--- config.mk ---
export PLATFORM = sky130hd
export DESIGN_NAME = line_voxel_stepper_3d
export DESIGN_NICKNAME = d
export VERILOG_FILES = /design/src/hdl/lvs3_pkg.sv /design/src/hdl/line_voxel_stepper_3d.sv
export SDC_FILE = /design/constraint.sdc
export NUM_CORES = 2
export LEC_CHECK = 0
export BUFFER_PORTS_ARGS = -buffer_cell sky130_fd_sc_hd__buf_2
export CORE_MARGIN = 4
export CORE_UTILIZATION = 62
export CTS_BUF_LIST = sky130_fd_sc_hd__clkbuf_4 sky130_fd_sc_hd__clkbuf_8 sky130_fd_sc_hd__clkbuf_16
export DETAILED_ROUTE_END_ITERATION = 16
export PLACE_DENSITY = 0.84
export SLEW_MARGIN = 40
export SYNTH_ARGS = -nofsm -noshare
export SYNTH_HDL_FRONTEND = slang
export SYNTH_SLANG_ARGS = --single-unit
--- constraint.sdc ---
create_clock -name clk_i -period 5.45 [get_ports clk_i]
set_input_delay 1.09 -clock clk_i [delete_from_list [all_inputs] [get_ports clk_i]]
set_output_delay 1.09 -clock clk_i [all_outputs]
set_load 0.05 [all_outputs]
--- src/hdl/lvs3_pkg.sv ---
// ----------------------------------------------------------------------------
// lvs3_pkg: shared definitions for the 3D line voxel stepper
// Widths, limits, axis codes and the minor-axis rounding helper.
// ----------------------------------------------------------------------------
package lvs3_pkg;

  localparam int CoordBits = 26;
  localparam int MaxSpan   = 63;
  localparam int SpanW     = $clog2(MaxSpan + 1);
  localparam int InDataW   = ((6 * CoordBits + 7) / 8) * 8;
  localparam int OutDataW  = ((3 * CoordBits + 7) / 8) * 8;

  typedef logic signed [CoordBits-1:0] coord_t;
  typedef logic        [CoordBits-1:0] mag_t;
  typedef logic        [SpanW-1:0]     span_t;
  typedef logic        [1:0]           axis_t;

  localparam axis_t AxisX = 2'd0;
  localparam axis_t AxisY = 2'd1;
  localparam axis_t AxisZ = 2'd2;

  // Rounds base + sign * (r / span) half away from zero on the result.
  function automatic coord_t round_minor(coord_t c, logic neg, span_t r, span_t span);
    logic [SpanW:0] twice_r;
    logic           up;
    logic           down;
    twice_r = {r, 1'b0};
    up      = 1'b0;
    down    = 1'b0;
    if (r != '0) begin
      if (twice_r > {1'b0, span}) begin
        up   = !neg;
        down = neg;
      end else if (twice_r == {1'b0, span}) begin
        if (!neg) begin
          up = !c[CoordBits-1];
        end else begin
          down = c[CoordBits-1] || (c == '0);
        end
      end
    end
    if (up) begin
      return c + coord_t'(1);
    end else if (down) begin
      return c - coord_t'(1);
    end
    return c;
  endfunction

endpackage

--- src/hdl/line_voxel_stepper_3d.sv ---
// ----------------------------------------------------------------------------
// line_voxel_stepper_3d: 3D line voxelizer
// Takes two integer endpoints and streams out every voxel of the line.
// ----------------------------------------------------------------------------
// A line word is taken only while the block is idle. One shared subtractor
// then forms the span of each axis, one axis per cycle, and a select cycle
// picks the dominant axis. After that one voxel word is produced per cycle
// while the output is free. A line whose dominant span exceeds 63 yields a
// single word with the start point and tuser set. The output register lets
// the next line be accepted while the final voxel still waits to be taken.
module line_voxel_stepper_3d (
  input  logic                           clk_i,
  input  logic                           rst_ni,
  input  logic                           s_axis_tvalid,
  output logic                           s_axis_tready,
  // start_x, start_y, start_z, end_x, end_y, end_z, zero fill
  input  logic [lvs3_pkg::InDataW-1:0]   s_axis_tdata,
  output logic                           m_axis_tvalid,
  input  logic                           m_axis_tready,
  // point_x, point_y, point_z, zero fill
  output logic [lvs3_pkg::OutDataW-1:0]  m_axis_tdata,
  // last_point
  output logic                           m_axis_tlast,
  // too_long
  output logic                           m_axis_tuser
);

  localparam int Cb = lvs3_pkg::CoordBits;

  typedef enum logic [1:0] {
    StIdle,
    StDiff,
    StSelect,
    StEmit
  } state_e;

  state_e              state_q;
  lvs3_pkg::coord_t    a_q [3];
  lvs3_pkg::coord_t    b_q [3];
  lvs3_pkg::mag_t      d_q [3];
  logic [2:0]          neg_q;
  lvs3_pkg::axis_t     ax_q;
  lvs3_pkg::axis_t     mj_q;
  lvs3_pkg::coord_t    maj_q;
  lvs3_pkg::coord_t    c1_q;
  lvs3_pkg::coord_t    c2_q;
  lvs3_pkg::span_t     r1_q;
  lvs3_pkg::span_t     r2_q;
  lvs3_pkg::span_t     dm1_q;
  lvs3_pkg::span_t     dm2_q;
  lvs3_pkg::span_t     span_q;
  lvs3_pkg::span_t     steps_q;
  logic                negmaj_q;
  logic                neg1_q;
  logic                neg2_q;
  logic                out_valid_q;
  logic                out_valid_d;
  lvs3_pkg::coord_t    out_pt_q [3];
  logic                out_last_q;
  logic                out_long_q;

  logic signed [Cb:0]  diff;
  logic signed [Cb:0]  diff_abs;
  lvs3_pkg::axis_t     mj_sel;
  lvs3_pkg::axis_t     m1_sel;
  lvs3_pkg::axis_t     m2_sel;
  lvs3_pkg::mag_t      span_sel;
  logic                out_free;
  lvs3_pkg::coord_t    rnd1;
  lvs3_pkg::coord_t    rnd2;
  logic [lvs3_pkg::SpanW:0] sum1;
  logic [lvs3_pkg::SpanW:0] sum2;
  logic                wrap1;
  logic                wrap2;

  // Shared subtractor: span and direction of the axis under ax_q.
  always_comb begin
    diff     = $signed({b_q[ax_q][Cb-1], b_q[ax_q]}) - $signed({a_q[ax_q][Cb-1], a_q[ax_q]});
    diff_abs = diff[Cb] ? -diff : diff;
  end

  always_comb begin
    if (d_q[0] >= d_q[1] && d_q[0] >= d_q[2]) begin
      mj_sel = lvs3_pkg::AxisX;
    end else if (d_q[1] >= d_q[2]) begin
      mj_sel = lvs3_pkg::AxisY;
    end else begin
      mj_sel = lvs3_pkg::AxisZ;
    end
    m1_sel = (mj_sel == lvs3_pkg::AxisX) ? lvs3_pkg::AxisY : lvs3_pkg::AxisX;
    m2_sel = (mj_sel == lvs3_pkg::AxisZ) ? lvs3_pkg::AxisY : lvs3_pkg::AxisZ;
    span_sel = d_q[mj_sel];
  end

  always_comb begin
    out_free    = !out_valid_q || m_axis_tready;
    out_valid_d = out_valid_q && !m_axis_tready;
    if (out_free) begin
      if (state_q == StEmit || (state_q == StSelect &&
          span_sel > lvs3_pkg::mag_t'(lvs3_pkg::MaxSpan))) begin
        out_valid_d = 1'b1;
      end
    end
    rnd1     = lvs3_pkg::round_minor(c1_q, neg1_q, r1_q, span_q);
    rnd2     = lvs3_pkg::round_minor(c2_q, neg2_q, r2_q, span_q);
    sum1     = {1'b0, r1_q} + {1'b0, dm1_q};
    sum2     = {1'b0, r2_q} + {1'b0, dm2_q};
    wrap1    = sum1 >= {1'b0, span_q};
    wrap2    = sum2 >= {1'b0, span_q};
  end

  always_ff @(posedge clk_i or negedge rst_ni) begin
    if (!rst_ni) begin
      state_q     <= StIdle;
      out_valid_q <= 1'b0;
      out_last_q  <= 1'b0;
      out_long_q  <= 1'b0;
      ax_q        <= lvs3_pkg::AxisX;
      mj_q        <= lvs3_pkg::AxisX;
      steps_q     <= '0;
      for (int i = 0; i < 3; i++) begin
        a_q[i]      <= '0;
        b_q[i]      <= '0;
        d_q[i]      <= '0;
        out_pt_q[i] <= '0;
      end
      neg_q       <= '0;
      maj_q       <= '0;
      c1_q        <= '0;
      c2_q        <= '0;
      r1_q        <= '0;
      r2_q        <= '0;
      dm1_q       <= '0;
      dm2_q       <= '0;
      span_q      <= '0;
      negmaj_q    <= 1'b0;
      neg1_q      <= 1'b0;
      neg2_q      <= 1'b0;
    end else begin
      out_valid_q <= out_valid_d;
      unique case (state_q)
        StIdle: begin
          if (s_axis_tvalid) begin
            for (int i = 0; i < 3; i++) begin
              a_q[i] <= s_axis_tdata[i*Cb +: Cb];
              b_q[i] <= s_axis_tdata[(i+3)*Cb +: Cb];
            end
            ax_q    <= lvs3_pkg::AxisX;
            state_q <= StDiff;
          end
        end
        StDiff: begin
          d_q[ax_q]   <= diff_abs[Cb-1:0];
          neg_q[ax_q] <= diff[Cb];
          if (ax_q == lvs3_pkg::AxisZ) begin
            state_q <= StSelect;
          end else begin
            ax_q <= ax_q + lvs3_pkg::axis_t'(1);
          end
        end
        StSelect: begin
          if (span_sel > lvs3_pkg::mag_t'(lvs3_pkg::MaxSpan)) begin
            if (out_free) begin
              for (int i = 0; i < 3; i++) begin
                out_pt_q[i] <= a_q[i];
              end
              out_last_q <= 1'b1;
              out_long_q <= 1'b1;
              state_q    <= StIdle;
            end
          end else begin
            mj_q     <= mj_sel;
            maj_q    <= a_q[mj_sel];
            c1_q     <= a_q[m1_sel];
            c2_q     <= a_q[m2_sel];
            negmaj_q <= neg_q[mj_sel];
            neg1_q   <= neg_q[m1_sel];
            neg2_q   <= neg_q[m2_sel];
            dm1_q    <= d_q[m1_sel][lvs3_pkg::SpanW-1:0];
            dm2_q    <= d_q[m2_sel][lvs3_pkg::SpanW-1:0];
            span_q   <= span_sel[lvs3_pkg::SpanW-1:0];
            steps_q  <= span_sel[lvs3_pkg::SpanW-1:0];
            r1_q     <= '0;
            r2_q     <= '0;
            state_q  <= StEmit;
          end
        end
        StEmit: begin
          if (out_free) begin
            out_last_q  <= (steps_q == '0);
            out_long_q  <= 1'b0;
            unique case (mj_q)
              lvs3_pkg::AxisX: begin
                out_pt_q[0] <= maj_q;
                out_pt_q[1] <= rnd1;
                out_pt_q[2] <= rnd2;
              end
              lvs3_pkg::AxisY: begin
                out_pt_q[0] <= rnd1;
                out_pt_q[1] <= maj_q;
                out_pt_q[2] <= rnd2;
              end
              default: begin
                out_pt_q[0] <= rnd1;
                out_pt_q[1] <= rnd2;
                out_pt_q[2] <= maj_q;
              end
            endcase
            maj_q <= negmaj_q ? maj_q - lvs3_pkg::coord_t'(1)
                              : maj_q + lvs3_pkg::coord_t'(1);
            if (wrap1) begin
              r1_q <= lvs3_pkg::span_t'(sum1 - {1'b0, span_q});
              c1_q <= neg1_q ? c1_q - lvs3_pkg::coord_t'(1) : c1_q + lvs3_pkg::coord_t'(1);
            end else begin
              r1_q <= sum1[lvs3_pkg::SpanW-1:0];
            end
            if (wrap2) begin
              r2_q <= lvs3_pkg::span_t'(sum2 - {1'b0, span_q});
              c2_q <= neg2_q ? c2_q - lvs3_pkg::coord_t'(1) : c2_q + lvs3_pkg::coord_t'(1);
            end else begin
              r2_q <= sum2[lvs3_pkg::SpanW-1:0];
            end
            if (steps_q == '0) begin
              state_q <= StIdle;
            end else begin
              steps_q <= steps_q - lvs3_pkg::span_t'(1);
            end
          end
        end
        default: begin
          state_q <= StIdle;
        end
      endcase
    end
  end

  assign s_axis_tready = (state_q == StIdle);
  assign m_axis_tvalid = out_valid_q;
  assign m_axis_tdata  = {{(lvs3_pkg::OutDataW - 3 * Cb){1'b0}},
                          out_pt_q[2], out_pt_q[1], out_pt_q[0]};
  assign m_axis_tlast  = out_last_q;
  assign m_axis_tuser  = out_long_q;

endmodule
-- Word level (Yosys, flattened, before mapping)
Index checks and enable logic that the tools add are counted.
- reduce and logical (&&, ||, !) cells: 34
- $lt $le $gt $ge: 18
- bitwise operators: 5
- eq/ne operators: 20
- add/sub/neg operators: 14
- muxes and demuxes: 115
- operator list (cell ; count):
    $mux 26 ; 31
    $bmux 26 s2 ; 8
    $pmux 78 s2 ; 2
    $mux 78 ; 3
    $pmux 26 s2 ; 3
    $add 26x2->26 const B ; 3
    $bwmux 78 ; 1
    $ge 26x26->1 ; 3
    $sub 26x2->26 const B ; 3
    $mux 6 ; 12
    $demux 26 s2 ; 1
    $logic_not 26->1 ; 2
    $pmux 6 s2 ; 3
    $mux 1 ; 31
    $sub 26x26->27 ; 1
    $gt 26x6->1 const B ; 1
    $neg 26->26 ; 1
    $mux 2 ; 11
    $ne 2x2->1 const B ; 9
    $reduce_and 4->1 ; 4
    $add 6x6->7 ; 2
    $eq 7x6->1 ; 2
    $ge 7x6->1 ; 2
    $gt 7x6->1 ; 2
    31 further kinds ; 65
- register bits after elaboration: 441
- input port bits: 164

-- Longest topological paths before layout
- depth in word-level cells: 12
- depth in mapped cells: 22
- depth with buffers taken out: 18

-- Worst setup path after synthesis
OpenSTA, ideal clock, no wires.
- path type: flip-flop to flip-flop
- from: register ax_q[1]
- to: register d_q[25] (netlist bit)
- data required time: 5322 ps
- arrival: 4458 ps
- buffers on the path: 4
- slack: 864 ps
- cell stages (with the launch flop): 20
- library setup time: 128 ps
- cells stage by stage: dfrtp_1 > clkbuf_1 > clkbuf_1 > mux2i_1 > nor2_1 > a21oi_1 > ha_1 > buf_6 > and2_4 > buf_6 > a211o_1 > a31oi_4 > nand2_4 > xor2_1 > or4_4 > or3_4 > o31a_1 > a21oi_1 > xnor2_1 > o21ai_1
- longest elaborated chain between the ends: 8
- RTL lines (what ; RTL line ; source):
    from (decl) ; line_voxel_stepper_3d.sv:42 ; lvs3_pkg::axis_t ax_q;
    from (signal assigned) ; line_voxel_stepper_3d.sv:118 ; ax_q <= lvs3_pkg::AxisX;
    from (signal assigned) ; line_voxel_stepper_3d.sv:148 ; ax_q <= lvs3_pkg::AxisX;
    from (signal assigned) ; line_voxel_stepper_3d.sv:158 ; ax_q <= ax_q + lvs3_pkg::axis_t'(1);
    $not 2->3 (implied by the code) (*) ; line_voxel_stepper_3d.sv:78, line_voxel_stepper_3d.sv:153 ;
    $bmux 26 s2 ; line_voxel_stepper_3d.sv:78 ; diff = $signed({b_q[ax_q][Cb-1], b_q[ax_q]}) - $signed({a_q[ax_q][Cb-1], a_q[ax_q]});
    $mux 26 (implied by the code) (2 in a row) ; line_voxel_stepper_3d.sv:78 ;
    $sub 26x26->27 ; line_voxel_stepper_3d.sv:78 ;
    $neg 26->26 ; line_voxel_stepper_3d.sv:79 ; diff_abs = diff[Cb] ? -diff : diff;
    $mux 26 ; line_voxel_stepper_3d.sv:79 ;
    $bwmux 78 (*) ; line_voxel_stepper_3d.sv:153 ; d_q[ax_q] <= diff_abs[Cb-1:0];
    to (signal, indexed assignment) ; line_voxel_stepper_3d.sv:153 ;
    to (decl) ; line_voxel_stepper_3d.sv:40 ; lvs3_pkg::mag_t d_q [3];
Every way passes the cells marked *; elsewhere a longest branch is shown, timed or not. The select of a mux whose other input is x is not followed.
A chain may end at the register's enable or synchronous reset.

-- Worst setup path after layout
Same ends and word-level chain as after synthesis.

==> metrics.txt <==
area of the die between 50000 and 60000 um2; # clock sinks 441; drc violations 0; largest cells by area after synthesis dfrtp_1 (37%), ha_1 (7.2%), o21ai_0 (7.0%); Final Max Tran Viols 0; total gr overflow 0; largest net degree at the start of global routing 120; CTS Hold Bufs 0; critical path class register to register; DR vias 28300; deepest clock path buffer count 3; EDFF count, synth 0; Seq cells post-synth 441; period utilisation layout around 95%; total length of routed wires 96300 um; element type at the critical path start register; Final Net Count between 4000 and 5000; cell with the most instances after synthesis nand2_1; global-route wire length before repair approximately 150000 um; Hold Crit Class primary input to asynchronous set/reset pin; TritonCTS clock tree done; worst skew pair latency roughly 620 ps; syn_area_per_cell approximately 8.5 um2; asr flop ratio synth 100%; vias per std cell 6.56; yosys warns 0; final hold viol count 0; Synth area leader dfrtp_1; cts bufs inserted 48; fraction of layout cells with a size suffix above 1 16.0%; Syn Inst Count ~3600; vias in the first global route 26700; Min Clock Period, post-route between 5000 and 6000 ps; core area approximately 48000 um2; CP Capture Type register; cell row count 80; post-DP HPWL approximately 70000 um; commonest register cell after synthesis dfrtp_1; initial antenna violation count 4; initial drt markers ~3700; drt wl/cell between 20 and 25 um; WHS between 400 and 500 ps; Yosys cell types 90; Initial Util a little over three fifths; Worst Max-Slew Pin Slew approximately 850 ps; I/O Pins 248; root buffer cell clkbuf_16; sequential share of the synthesized area between 30% and 40%; WP data required approximately 6000 ps; setup TNS 0 ps; Clock transition at path regs 70 ps; final setup violation count 0; Final ANT Viol Nets 0; arrival time at the worst endpoint between 5000 and 6000 ps; Max-cap violations 0; RSZ-0062 raised after global routing no; Die Wd roughly 230 um; synth-to-layout area growth 11.3%; clock skew ~23 ps; CTS HTree Levels 2; critical-path maximum fanout 25; Post-CTS Resized 0; FMAX about 0.19 GHz; status complete, no violations; # fillers approximately 3700; Placer Congestion 1.02; Worst slew margin between 40% and 50%; Post-Syn Area around 30000 um2; IO buf count 241; ranking of synthesized cells by instance count nand2_1 (486), dfrtp_1 (441), o21ai_0 (424), a21oi_1 (322), nor2_1 (222); Post-CTS Setup Inserts 0; Yosys top cell area share between 30% and 40%; gr usage total about 36%; Die Y about 230 um; First-pass DRT Iterations 7
## layout make-up
type,instances,area [um2],area share (%)
Antenna cell,1,2.50,0.00746
Clock buffer,64,1390,4.14
Clock inverter,24,310,0.925
Inverter,120,450,1.34
Multi-Input combinational cell,2762,17900,53.3
Sequential cell,441,11000,32.9
Tap cell,615,769,2.29
Timing Repair Buffer,289,1710,5.11
## per-layer routing
layer | routed length (um) | vias up | track usage, %
met4 | 4440 | 4 | 14.4
met5 | 24 | - | 0
met3 | 11400 | 291 | 9.50
met2 | 42600 | 1635 | 54.8
met1 | 37800 | 13400 | 48.1
li1 | - | 13000 | -
## placed cells by master (no fill, tap or decap), types with 24 or more instances in the layout
cell type and count:
nand2_1 483, dfrtp_1 438, o21ai_0 423, a21oi_1 321, buf_2 240, nor2_1 220, ha_1 174, mux2_2 170
mux2i_1 124, inv_1 119, xnor2_1 75, nand3_1 71, nor3_1 56, xor2_1 53, a21o_1 51, a211oi_1 50
clkbuf_16 49, o211ai_1 40, o22ai_1 38, buf_4 37, and3_1 35, nor4_1 31, nand4_1 28, or3_1 24
## critical path, stage by stage, from the launching register on
cell and delay, ps:
dfrtp_4 650, buf_12 270, mux2i_1 250, nor2_1 60, a21oi_1 240, ha_1 360, and2_4 210, a21oi_1 200
or3b_1 390, o221ai_1 220, xnor2_1 240, or4_4 600, or3_4 400, o31ai_1 220, a21oi_1 120, xnor2_1 440
o21ai_1 110
## registers in the layout, indices dropped and copies added, names as in the netlist, 2 cells and up
name and cells:
neg_q 3, dm1_q 6, r2_q 6, span_q 6, b_q 78, mj_q 2
steps_q 6, dm2_q 6, a_q 78, c2_q 26, c1_q 26, maj_q 26
r1_q 6, m_axis_tdata 78, d_q 78, ax_q 2, state_q 2
## through the flow
| step | setup slack [ps] | area (um2) | std cells | util (%) |
|---|---|---|---|---|
| after floorplan | 864 | 30200 | 3551 | - |
| after global placement | 562 | 31800 | 4226 | 66.3 |
| after detailed placement | 410 | 31800 | 4226 | 66.4 |
| after CTS | 374 | 33500 | 4314 | 69.9 |
| after global routing | 59.0 | 33600 | 4315 | 70.0 |
| final | 280 | 33600 | 4316 | 70.0 |
## cell families (layout without fill, tap and decap cells)
group	Yosys count	in the layout	synth area share, %
AO/OA/AOI/OAI	1099	1099	21.2
AND/OR/NAND/NOR	1058	1058	15.9
flip-flops	441	441	36.6
buffers and inverters	348	497	4.44
multiplexers	295	295	10.5
adder cells (fa/ha/maj)	180	180	7.62
XOR/XNOR	128	128	3.72
other	1	3	0.0124
## final timing paths
check	start	end	slack [ps]	cells past startpoint
setup / recovery	ax_q[1]$_DFFE_PN0P_	d_q[25]$_DFFE_PN0P_	280	16
hold / removal	rst_ni	r2_q[0]$_DFFE_PN0P_	450	1
setup reg to reg	ax_q[1]$_DFFE_PN0P_	d_q[25]$_DFFE_PN0P_	280	16
hold reg to reg	m_axis_tdata[74]$_DFFE_PN0P_	m_axis_tdata[74]$_DFFE_PN0P_	470	1
max in group asynchronous	rst_ni	d_q[24]$_DFFE_PN0P_	3860	2
min in group clk_i	m_axis_tdata[74]$_DFFE_PN0P_	m_axis_tdata[74]$_DFFE_PN0P_	470	1
Power is not shown: default switching activity piles up to over one toggle a cycle in this logic, so the estimate is an artifact.
